--- config.mk ---
export PLATFORM = sky130hd
export DESIGN_NAME = plu_fifo
export DESIGN_NICKNAME = d
export VERILOG_FILES = /design/src/sv/plu_pkg.sv /design/src/sv/plu_fifo.sv
export VERILOG_INCLUDE_DIRS = /design/src /design/src/sv
export SDC_FILE = /design/constraint.sdc
export NUM_CORES = 1
export LEC_CHECK = 0
export ABC_AREA = 1
export BUFFER_PORTS_ARGS = -buffer_cell sky130_fd_sc_hd__buf_2
export CAP_MARGIN = 20
export CELL_PAD_IN_SITES_DETAIL_PLACEMENT = 0
export CELL_PAD_IN_SITES_GLOBAL_PLACEMENT = 1
export CORE_ASPECT_RATIO = 1.25
export CORE_MARGIN = 2
export CORE_UTILIZATION = 51
export DETAILED_ROUTE_END_ITERATION = 6
export HOLD_SLACK_MARGIN = 0.02
export PLACE_DENSITY = 0.91
export RECOVER_POWER = 25
export SLEW_MARGIN = 10
export SYNTH_ARGS = -nofsm -noshare
export SYNTH_HDL_FRONTEND = slang
export SYNTH_SLANG_ARGS = --single-unit
--- constraint.sdc ---
create_clock -name clk -period 13.4 [get_ports clk]
set_input_delay 4.02 -clock clk [delete_from_list [all_inputs] [get_ports clk]]
set_output_delay 4.02 -clock clk [all_outputs]
set_load 0.02 [all_outputs]
--- src/sv/phong_lighting_unit_assert.svh ---
// Assertion macros for the phong lighting unit RTL.
// Expects clk and rst_n in scope at the point of use.
`ifndef PHONG_LIGHTING_UNIT_ASSERT_SVH
`define PHONG_LIGHTING_UNIT_ASSERT_SVH

// same-cycle implication
`define PLU_ASSERT_IMP(lbl, ant, con, msg) \
  lbl: assert property (@(posedge clk) disable iff (!rst_n) (ant) |-> (con)) \
    else $error(msg);

// next-cycle implication
`define PLU_ASSERT_NXT(lbl, ant, con, msg) \
  lbl: assert property (@(posedge clk) disable iff (!rst_n) (ant) |=> (con)) \
    else $error(msg);

`endif

--- src/sv/plu_pkg.sv ---
// Package for the phong lighting unit: widths, latencies, record types.
// No dependencies; imported by every RTL module of the block.
package plu_pkg;

  localparam int SPEC_EXPONENT = 10;

  localparam int FW     = 16;           // one field
  localparam int IN_W   = 9 * FW;       // input tdata
  localparam int OUT_W  = 3 * FW;       // output tdata
  localparam int CFG_AW = 3;

  // normalizer widths
  localparam int MAGW  = 21;            // component magnitude
  localparam int CW    = MAGW + 1;      // signed component
  localparam int SSW   = 2 * MAGW + 2;  // sum of squares
  localparam int ROOTW = SSW / 2;       // square root
  localparam int QW    = 15;            // unit quotient magnitude
  localparam int DRW   = ROOTW + 1;     // divider remainder
  localparam int NORM_LAT = 2 + ROOTW + QW + 1;

  // cosine and power
  localparam int VRW = 29;
  localparam logic [VRW-1:0] ONE_Q28 = VRW'(1) << 28;

  localparam int BACK_LAT = 6 + NORM_LAT + SPEC_EXPONENT;

  localparam int FIFO_DEPTH = 4;
  localparam int FIFO_AW    = 2;

  typedef enum logic [CFG_AW-1:0] {
    REG_AMB_I  = 3'd0,
    REG_BRIGHT = 3'd1,
    REG_AMB_K  = 3'd2,
    REG_DIFF_K = 3'd3,
    REG_SPEC_K = 3'd4
  } reg_idx_t;

  typedef struct packed {
    logic [FW-1:0] amb_i;
    logic [FW-1:0] bright;
    logic [FW-1:0] amb_k;
    logic [FW-1:0] diff_k;
    logic [FW-1:0] spec_k;
  } cfg_t;

  // classified item passed from front to back
  typedef struct packed {
    logic [2:0][FW-1:0] l;
    logic [2:0][FW-1:0] n;
    logic [2:0][FW-1:0] d;
    logic               pos;   // n.l > 0
    logic [31:0]        nl;    // n.l when positive
  } rec_t;

endpackage

--- src/sv/plu_fifo.sv ---
// Short register queue between front and back ends.
// Depends on plu_pkg and the assertion macro header.
`include "phong_lighting_unit_assert.svh"
module plu_fifo import plu_pkg::*; (
  input  logic clk,
  input  logic rst_n,
  input  logic push,
  input  rec_t wr_rec,
  input  logic pop,
  output rec_t rd_rec,
  output logic full,
  output logic empty
);

  localparam int CNT_W = FIFO_AW + 1;

  rec_t               q_r [FIFO_DEPTH];
  logic [FIFO_AW-1:0] wp_r, rp_r;
  logic [CNT_W-1:0]   cnt_r;

  assign full   = (cnt_r == CNT_W'(FIFO_DEPTH));
  assign empty  = (cnt_r == '0);
  assign rd_rec = q_r[rp_r];

  // pointers and count
  always_ff @(posedge clk) begin
    if (!rst_n) begin
      wp_r  <= '0;
      rp_r  <= '0;
      cnt_r <= '0;
    end else begin
      if (push) wp_r <= wp_r + 1'b1;
      if (pop)  rp_r <= rp_r + 1'b1;
      if (push && !pop)      cnt_r <= cnt_r + 1'b1;
      else if (pop && !push) cnt_r <= cnt_r - 1'b1;
    end
  end

  // storage
  always_ff @(posedge clk) begin
    if (push) q_r[wp_r] <= wr_rec;
  end

  `PLU_ASSERT_IMP(a_cnt_range, 1'b1, cnt_r <= CNT_W'(FIFO_DEPTH), "queue count past depth")
  `PLU_ASSERT_IMP(a_no_underrun, pop, !empty, "pop from empty queue")
  `PLU_ASSERT_NXT(a_cnt_inc, push && !pop, cnt_r == $past(cnt_r) + 1'b1, "count not bumped")
  `PLU_ASSERT_NXT(a_cnt_dec, pop && !push, cnt_r == $past(cnt_r) - 1'b1, "count not dropped")

endmodule

==> impl_metrics.tcl <==
set metrics [dict create \
    grt_max_degree 251 \
    max_slew_margin_pct 18.7 \
    numPlacedInstances 2687 \
    finalCriticalPeriod_ns 7.73 \
    cts_resized 0 \
    power_density_nw_per_um2 159 \
    yosys-top-cells-area "edfxtp_1 80%, o21ai_0 6.8%, nor2_1 5.1%, o22ai_1 4.2%, clkbuf_1 0.99%" \
    post-route-period-util_pct 57.7 \
    irDropWorstVdd_uv 161 \
    synth_simple_gate_area_share_pct 5.30 \
    cts_htree_levels 3 \
    worst_ep_arrival_time_ns 3.71 \
    setup_repair_after_global_routing_missed_its_margin "false" \
    synth-async-reset-ratio_pct 0 \
    start_kind "register" \
    status "completed" \
    timing.critical_path.to_type "output pin" \
    maxCapViolCount 0 \
    detailedRoute.firstPassIterationCount 5 \
    synth_mux_area_share_pct 0 \
    synth-edff-count 708 \
    nets 2281 \
    worstHoldPathType "register to register" \
    worst-slew-pin-transition_ns 1.22 \
    synth_top_family_by_area "compound AO/OA/AOI/OAI gates" \
    area_growth_pct 16.2 \
    ff2ff_path_depth 5 \
    yosysWarningCount 0 \
    ys_top_cells_by_count "708 x edfxtp_1, 359 x nor2_1, 357 x o21ai_0" \
    clockBufferDepth 3 \
    final_count_of_hold_timing_violations 0 \
    cts_root_buf "clkbuf_16" \
    fin_cells 2820 \
    setup-tns-final_ns 0 \
    cts_num_sinks 717 \
    die_area_um2 53700 \
    cts_made_buffers 68 \
    worst_hold_path.num_cells 1 \
    synthXorXnorAreaFrac_pct 0 \
    fmaxAchievable_mhz 129 \
    worst_setup_hold_path_clk_slew_ns 0.06 \
    drcViolationCount 0 \
    number_of_flip_flops_and_latches_in_the_synthesized_netlist 717 \
    vert_die_dim_um 259 \
    count_of_distinct_cell_types_in_the_synthesized_netlist 21 \
    count_of_final_setup_violators 0 \
    compound_gate_fraction_of_synth_area_pct 11.1 \
    layout-drive-gt1-share_pct 16.9 \
    port-buffer-count 359 \
    die_w_um 208 \
    yosys.area_share.adder_pct 0.312 \
    highest_net_fanout_along_the_worst_path 141 \
    post-synth-top-area-cell "edfxtp_1" \
    via_count 16200 \
    synthesis.nets 1956 \
    synthMostInstantiatedCell "edfxtp_1" \
    hpwlAfterDp_um 31300 \
    p_leak_uw 0.0103 \
    boundaryPins 360 \
    globalRouteTotalUtil_pct 21.6 \
    cts_tree "done" \
    grt_first_pass_wirelength_um 89700 \
    postRouteAntennaNets 0 \
    synth_flop_cell "edfxtp_1" \
    floorplan.core_area_um2 51400 \
    post_synth_inst_count 1769 \
    antenna_violations_before_repair 17 \
    clk-insertion-delay-late_ns 0.58 \
    skew_ns 0.0160 \
    gp_congestion 0.755 \
    remaining_global_route_overflow 0 \
    critPathKind "register to output pin" \
    vias_per_cell 5.75 \
    rows 93 \
    finalHoldWorstSlack_ns 0.439 \
    synth.yosys.seq_area_share_pct 81.1 \
    start_util_pct 51.4 \
    routed_wirelength_um 59400 \
    grt_pass1_vias 16400 \
    final-max-slew-violation-count 0 \
    netlist_area_um2 26500 \
    report.power.total_uw 4890 \
    synth_top_area_share_pct 80.4 \
    drt_iter0_markers 1242 \
    postCtsSetupBuffers 0 \
    crit_required_ns 9.38 \
    dr_wl_cell_um 21.1 \
    syn_area_per_cell_um2 15.0 \
    ctsHoldBuffers 0 \
]
-- report_power, final --
group / total, uW / switching [uW] / internal [uW]
Sequential: 2590 / 25.4 / 2570
Combinational: 482 / 352 / 129
Clock: 1820 / 772 / 1040
-- path summary, 6_finish.rpt --
kind | from | end | slack, ns
max | register | rd_rec[103] | 5.67
min | rp_r[1]$_SDFFE_PN0P_ | register | 0.44
min reg2reg | rp_r[1]$_SDFFE_PN0P_ | register | 0.44
max reg2reg | wp_r[0]$_SDFFE_PN0P_ | q_r[0][83]$_DFFE_PP_ | 10.56
-- routing by layer --
layer | part of all wire [%] | global-route usage [%] | vias up
li1 | - | - | 7363
met1 | 39 | 26.4 | 8155
met2 | 50 | 36.6 | 571
met3 | 7.9 | 5.51 | 120
met4 | 3.1 | 9.50 | 14
met5 | 0.16 | 0 | -
-- flip-flops by register name, summed over array words and instances (netlist names), named ones only --
register  cells
rp_r          2
wp_r          2
cnt_r         3
q_r         708
-- cell usage in the layout, fill, tap and decap left out, drive strengths merged --
cell	instances
inv	19
nor3	2
clkinv	25
buf	261
clkinvlp	3
nand4	1
dfxtp	9
clkbuf	195
fa	1
nand2	9
o22ai	177
bufinv	4
diode	12
o21ai	360
ha	5
a21oi	4
edfxtp	708
nand3	1
nor2	359
-- cell families after synthesis --
group,after synthesis
DFF,717
and+or+nand+nor,372
adders and majority gates,6
AOI/OAI and AO/OA,541
buffers and inverters,133
-- cell type report --
| type | count | area (um^2) |
|---|---|---|
| diodes | 12 | 30.0 |
| clock buffers | 85 | 1830 |
| clock inverters | 34 | 270 |
| fillers | 3898 | 20700 |
| inverters | 17 | 104 |
| multi-input cells | 919 | 4410 |
| flip-flops and latches | 717 | 21400 |
| well taps | 665 | 832 |
| repair buffers | 371 | 1800 |
-- through the flow --
stage               setup WS [ns]  util, %  cell area [um^2]
finish                       5.67     59.7             30700
CTS                          5.53     59.9             30800
global placement             6.30     55.8             28700
detailed placement           6.23     55.8             28700
global route                 5.52     59.7             30700
floorplan                    5.42        -             26500
-- worst max-delay path, cell delays in order, from the launching register on --
cell and delay (ns):
dfxtp_4 0.44, buf_16 0.25, inv_8 0.58, buf_4 0.85, o21ai_0 0.29, o22ai_1 0.25, buf_2 0.21
No activity file was read; power rests on OpenSTA's default activity.
