[src/sv/phong_lighting_unit_assert.svh]
// Assertion macros for the phong lighting unit RTL.
// Expects clk and rst_n in scope at the point of use.
`ifndef PHONG_LIGHTING_UNIT_ASSERT_SVH
`define PHONG_LIGHTING_UNIT_ASSERT_SVH

// same-cycle implication
`define PLU_ASSERT_IMP(lbl, ant, con, msg) \
  lbl: assert property (@(posedge clk) disable iff (!rst_n) (ant) |-> (con)) \
    else $error(msg);

// next-cycle implication
`define PLU_ASSERT_NXT(lbl, ant, con, msg) \
  lbl: assert property (@(posedge clk) disable iff (!rst_n) (ant) |=> (con)) \
    else $error(msg);

`endif

[src/sv/plu_pkg.sv]
// Package for the phong lighting unit: widths, latencies, record types.
// No dependencies; imported by every RTL module of the block.
package plu_pkg;

  localparam int SPEC_EXPONENT = 10;

  localparam int FW     = 16;           // one field
  localparam int IN_W   = 9 * FW;       // input tdata
  localparam int OUT_W  = 3 * FW;       // output tdata
  localparam int CFG_AW = 3;

  // normalizer widths
  localparam int MAGW  = 21;            // component magnitude
  localparam int CW    = MAGW + 1;      // signed component
  localparam int SSW   = 2 * MAGW + 2;  // sum of squares
  localparam int ROOTW = SSW / 2;       // square root
  localparam int QW    = 15;            // unit quotient magnitude
  localparam int DRW   = ROOTW + 1;     // divider remainder
  localparam int NORM_LAT = 2 + ROOTW + QW + 1;

  // cosine and power
  localparam int VRW = 29;
  localparam logic [VRW-1:0] ONE_Q28 = VRW'(1) << 28;

  localparam int BACK_LAT = 6 + NORM_LAT + SPEC_EXPONENT;

  localparam int FIFO_DEPTH = 4;
  localparam int FIFO_AW    = 2;

  typedef enum logic [CFG_AW-1:0] {
    REG_AMB_I  = 3'd0,
    REG_BRIGHT = 3'd1,
    REG_AMB_K  = 3'd2,
    REG_DIFF_K = 3'd3,
    REG_SPEC_K = 3'd4
  } reg_idx_t;

  typedef struct packed {
    logic [FW-1:0] amb_i;
    logic [FW-1:0] bright;
    logic [FW-1:0] amb_k;
    logic [FW-1:0] diff_k;
    logic [FW-1:0] spec_k;
  } cfg_t;

  // classified item passed from front to back
  typedef struct packed {
    logic [2:0][FW-1:0] l;
    logic [2:0][FW-1:0] n;
    logic [2:0][FW-1:0] d;
    logic               pos;   // n.l > 0
    logic [31:0]        nl;    // n.l when positive
  } rec_t;

endpackage

[src/sv/plu_front.sv]
// Front end: accepts items, forms n.l and classifies facing / not facing.
// Depends on plu_pkg; feeds plu_fifo.
module plu_front import plu_pkg::*; (
  input  logic            clk,
  input  logic            rst_n,
  input  logic            in_tvalid,
  output logic            in_tready,
  input  logic [IN_W-1:0] in_tdata,
  output logic            push,
  output rec_t            rec,
  input  logic            full
);

  logic                f1_v_r, f2_v_r;
  logic [IN_W-1:0]     f1_data_r;
  logic signed [31:0]  f1_prod_r [3];
  logic signed [31:0]  prod_nxt  [3];
  logic signed [33:0]  nl;
  logic                ld1, ld2;
  rec_t                rec_r, rec_nxt;

  assign push      = f2_v_r && !full;
  assign ld2       = !f2_v_r || push;
  assign ld1       = !f1_v_r || ld2;
  assign in_tready = ld1;
  assign rec       = rec_r;

  // component products
  always_comb begin
    for (int i = 0; i < 3; i++) begin
      prod_nxt[i] = $signed(in_tdata[FW*i +: FW]) * $signed(in_tdata[3*FW + FW*i +: FW]);
    end
  end

  // dot product and record
  always_comb begin
    nl = 34'(f1_prod_r[0]) + 34'(f1_prod_r[1]) + 34'(f1_prod_r[2]);
    rec_nxt.l   = f1_data_r[3*FW-1:0];
    rec_nxt.n   = f1_data_r[6*FW-1:3*FW];
    rec_nxt.d   = f1_data_r[9*FW-1:6*FW];
    rec_nxt.pos = !nl[33] && (nl != '0);
    rec_nxt.nl  = nl[31:0];
  end

  // control
  always_ff @(posedge clk) begin
    if (!rst_n) begin
      f1_v_r <= 1'b0;
      f2_v_r <= 1'b0;
    end else begin
      if (ld1) f1_v_r <= in_tvalid;
      if (ld2) f2_v_r <= f1_v_r;
    end
  end

  // payload
  always_ff @(posedge clk) begin
    if (ld1 && in_tvalid) begin
      f1_data_r <= in_tdata;
      for (int i = 0; i < 3; i++) f1_prod_r[i] <= prod_nxt[i];
    end
    if (ld2 && f1_v_r) rec_r <= rec_nxt;
  end

endmodule

[config.mk]
export PLATFORM = sky130hd
export DESIGN_NAME = plu_front
export DESIGN_NICKNAME = d
export VERILOG_FILES = /design/src/sv/phong_lighting_unit_assert.svh /design/src/sv/plu_pkg.sv /design/src/sv/plu_front.sv
export SDC_FILE = /design/constraint.sdc
export NUM_CORES = 2
export LEC_CHECK = 0
export BUFFER_PORTS_ARGS = -buffer_cell sky130_fd_sc_hd__buf_2
export CAP_MARGIN = 40
export CORE_ASPECT_RATIO = 0.5
export CORE_MARGIN = 1.5
export CORE_UTILIZATION = 35
export CTS_BUF_LIST = sky130_fd_sc_hd__clkbuf_8 sky130_fd_sc_hd__clkbuf_16
export DETAILED_ROUTE_END_ITERATION = 8
export SLEW_MARGIN = 5
export SYNTH_ARGS = -nofsm -noshare
export SYNTH_HDL_FRONTEND = slang
export SYNTH_SLANG_ARGS = --single-unit
[constraint.sdc]
create_clock -name clk -period 30.3 [get_ports clk]
set_input_delay 3.03 -clock clk [delete_from_list [all_inputs] [get_ports clk]]
set_output_delay 3.03 -clock clk [all_outputs]
set_load 0.02 [all_outputs]
==> run_results.csv <==
group,metric,value,unit
cts,htree_levels,2,
detailed_routing,drcViolationCount,0,
worst_setup_path,crit_type,"input port to register",
floorplan,die_width,507,um
timing,slew_headroom,41.3,%
floorplan,ios,327,
detailed_routing,vias_per_cell,4.75,
grt,grt_pass1_wl,173000,um
synthesis,ys_ff_latch,419,
detailed_routing,firstDrtPassIters,7,
placement,place_area,47800,sq um
synthesis,synth_edf_count,417,
grt,grt_overflow,0,
synthesis,async_flop_share,0,%
grt,grt_usage,17.1,%
synthesis,synth_area,44500,sq um
synthesis,ys_top_cells_by_area,"fa_1, edfxtp_1, ha_1",
worst_setup_path,end_kind,"register",
timing,rsz0062_at_grt,"no",
timing,worst_pin_slew,0.881,ns
cts,cts.sinks,419,
synthesis,synth_area_per_cell,11.2,sq um
finish,n_fill_cell,12212,
detailed_routing,avgRoutedWirePerCell,17.9,um
synthesis,syn-num-nets,5204,
timing,fin_tns_setup,0,ns
cts,cts_buffer_depth,3,
finish,post-route-util,39.2,%
hold_path,hp-class,"register to register",
cts,cts_root_buf,"clkbuf_16",
timing,finalHoldViolCount,0,
worst_setup_path,r2r-end,"rec[32]",
finish,fin_area,49400,sq um
detailed_routing,m1WireLength,47700,um
worst_setup_path,reg2reg_slack,25.27,ns
placement,port_buffers,326,
detailed_routing,vias,28279,
worst_setup_path,cp-start-kind,"input port",
grt,grt_max_degree,130,
cts,cts_setup_buffers,0,
cts,cts_tree,"yes",
detailed_routing,drt-initial-drc-count,1767,
worst_setup_path,worst-endpoint-arrival,9.52,ns
synthesis,synth_top_area_cell,"fa_1",
timing,slew_violations,0,
worst_setup_path,r2r_cells,15,
timing,finClkSkew,0.0522,ns
timing,min_period_over_period,30.3,%
run_status,status,"complete, no violations",
finish,drive_gt1_share,9.94,%
detailed_routing,routed.top_layer,"met5",
floorplan,core-area,126000,sq um
hold_path,hold_path_depth,0,
cts,clock_latency,0.65,ns
floorplan,dieHeight,255,um
cts,cts_resized,0,
floorplan,start_util,35.3,%
grt,grt_pass1_vias,31271,
synthesis,synthCells,3959,
cts,cts.clk_slew.worst_paths,0.06,ns
finish,multi_input_area,28100,sq um
hold_path,whs_endpoint,"rec[83]",
detailed_routing,wirelength,107000,um
synthesis,synth_top_area_share,36.9,%
synthesis,yosysSeqAreaShare,28.3,%
cts,postCtsHoldBufs,0,
cts,numCtsBuffers,45,
placement,post-dp-hpwl,85300,um
finish,area_growth,11.0,%
hold_path,min_from,"f1_data_r[50]",
worst_setup_path,r2r_start,"f1_prod_r[0][65]",
detailed_routing,postRouteAntennaNets,0,
floorplan,rows,92,
finish,fin_nets,5474,
timing,finalSetupViolCount,0,
grt,antenna_found_initial,14,
synthesis,ys.warnings.count,0,
timing,period_minus_slack,9.18,ns
finish,register_area,12600,sq um
detailed_routing,dr_wl_met3,5850,um
worst_setup_path,critPathRequiredTime,30.64,ns
detailed_routing,wl_met2,50500,um
synthesis,synth_cell_types,74,
floorplan,dieArea,129000,sq um
timing,max_freq,109,MHz
placement,place.gp.congestion,0.856,
synthesis,ys.flop_type,"edfxtp_1",
run,cap_violations,0,
worst_setup_path,cp_max_fo,17,
[metal layers]
layer / global-route usage [%] / up-vias
met2: 28.0 / 688
met3: 2.90 / 155
met5: 0 / -
met4: 4.45 / 14
met1: 23.4 / 14684
li1: - / 12738
[synth_stat cells (all sizes together), types with 9 or more instances]
cell type	number
fa	819
nor2b	19
xnor2	97
a21oi	80
o21bai	16
o21a	20
edfxtp	417
ha	278
nor2	96
a2111oi	9
inv	888
xor2	26
a211oi	13
nor3	23
a31oi	10
nand2b	31
and2	364
clkbuf	103
and3	15
nand2	416
a21o	48
o21ai	51
o211ai	9
nand3	18
[how the worst max path moves through the flow]
stage                 start          endpoint  slack (ns)  cells after the start
3_5_place_dp   in_tdata[41]  f1_prod_r[0][94]       20.48                     21
3_3_place_gp   in_tdata[39]  f1_prod_r[0][94]       20.54                     22
5_1_grt        in_tdata[38]  f1_prod_r[0][94]       20.78                     23
6_report       in_tdata[41]  f1_prod_r[0][94]       21.12                     21
2_1_floorplan          full            rec[0]       13.53                      1
4_1_cts        in_tdata[41]  f1_prod_r[0][94]       21.13                     21
[cell type report]
cell class	count	area share (%)
antenna	3	0.0152
clock buffer	45	2.28
clock inverter	37	0.778
inverter	889	6.76
multi-input combinational	2543	57.0
sequential	419	25.4
tap	1692	4.29
timing repair buffer	331	3.41
[metrics by stage]
step | setup slack (ns) | std cells | hold WS (ns)
CTS | 21.13 | 5956 | 0.414
floorplan | 13.53 | 3959 | 0.400
finish | 21.12 | 5959 | 0.414
detailed placement | 20.48 | 5874 | 0.405
global route | 20.78 | 5957 | 0.422
global placement | 20.54 | 5874 | 0.400
[sequential cells by signal, indices dropped and copies added, names as in the netlist]
signal     cells
rec          177
f1_data_r    144
f1_prod_r     96
f1_v_r         1
f2_v_r         1
[placed cells by master, fill, tap and decap left out, drive strengths merged, types with 48 or more instances in the layout]
cell type,synthesis,layout
a21o,48,48
a21oi,80,80
and2,364,364
buf,5,331
edfxtp,417,417
fa,819,819
ha,278,278
inv,888,898
nand2,416,416
nor2,96,96
o21ai,51,51
xnor2,97,97
[worst max-delay path: stages]
cell       delay (ns)
buf_2            0.33
nand2_1          0.14
fa_1             0.52
fa_1             0.57
fa_1             0.46
fa_1             0.55
inv_1            0.05
fa_1             0.49
fa_1             0.41
ha_1             0.35
a21o_1           0.21
a21o_1           0.18
and2_1           0.16
a2111oi_0        0.62
o21ai_1          0.19
or4b_1           0.23
a31oi_1          0.10
and4_1           0.23
a2111oi_2        0.36
a21oi_1          0.14
xor2_1           0.17
[kinds of logic (layout without fill, tap and decap cells)]
| family | Yosys count | in the layout | synth area share [%] |
|---|---|---|---|
| other cells | 0 | 3 | 0 |
| fa+ha+maj | 1097 | 1097 | 44.7 |
| xor+xnor | 123 | 123 | 2.42 |
| flops | 419 | 419 | 28.3 |
| mux | 2 | 2 | 0.0478 |
| simple gates | 1020 | 1020 | 11.4 |
| compound gates | 301 | 301 | 4.68 |
| buf+inv | 997 | 1302 | 8.47 |
Power is left out: the tool's default activity adds up to more than one toggle a clock period on the data nets, which glitch-free logic cannot reach.
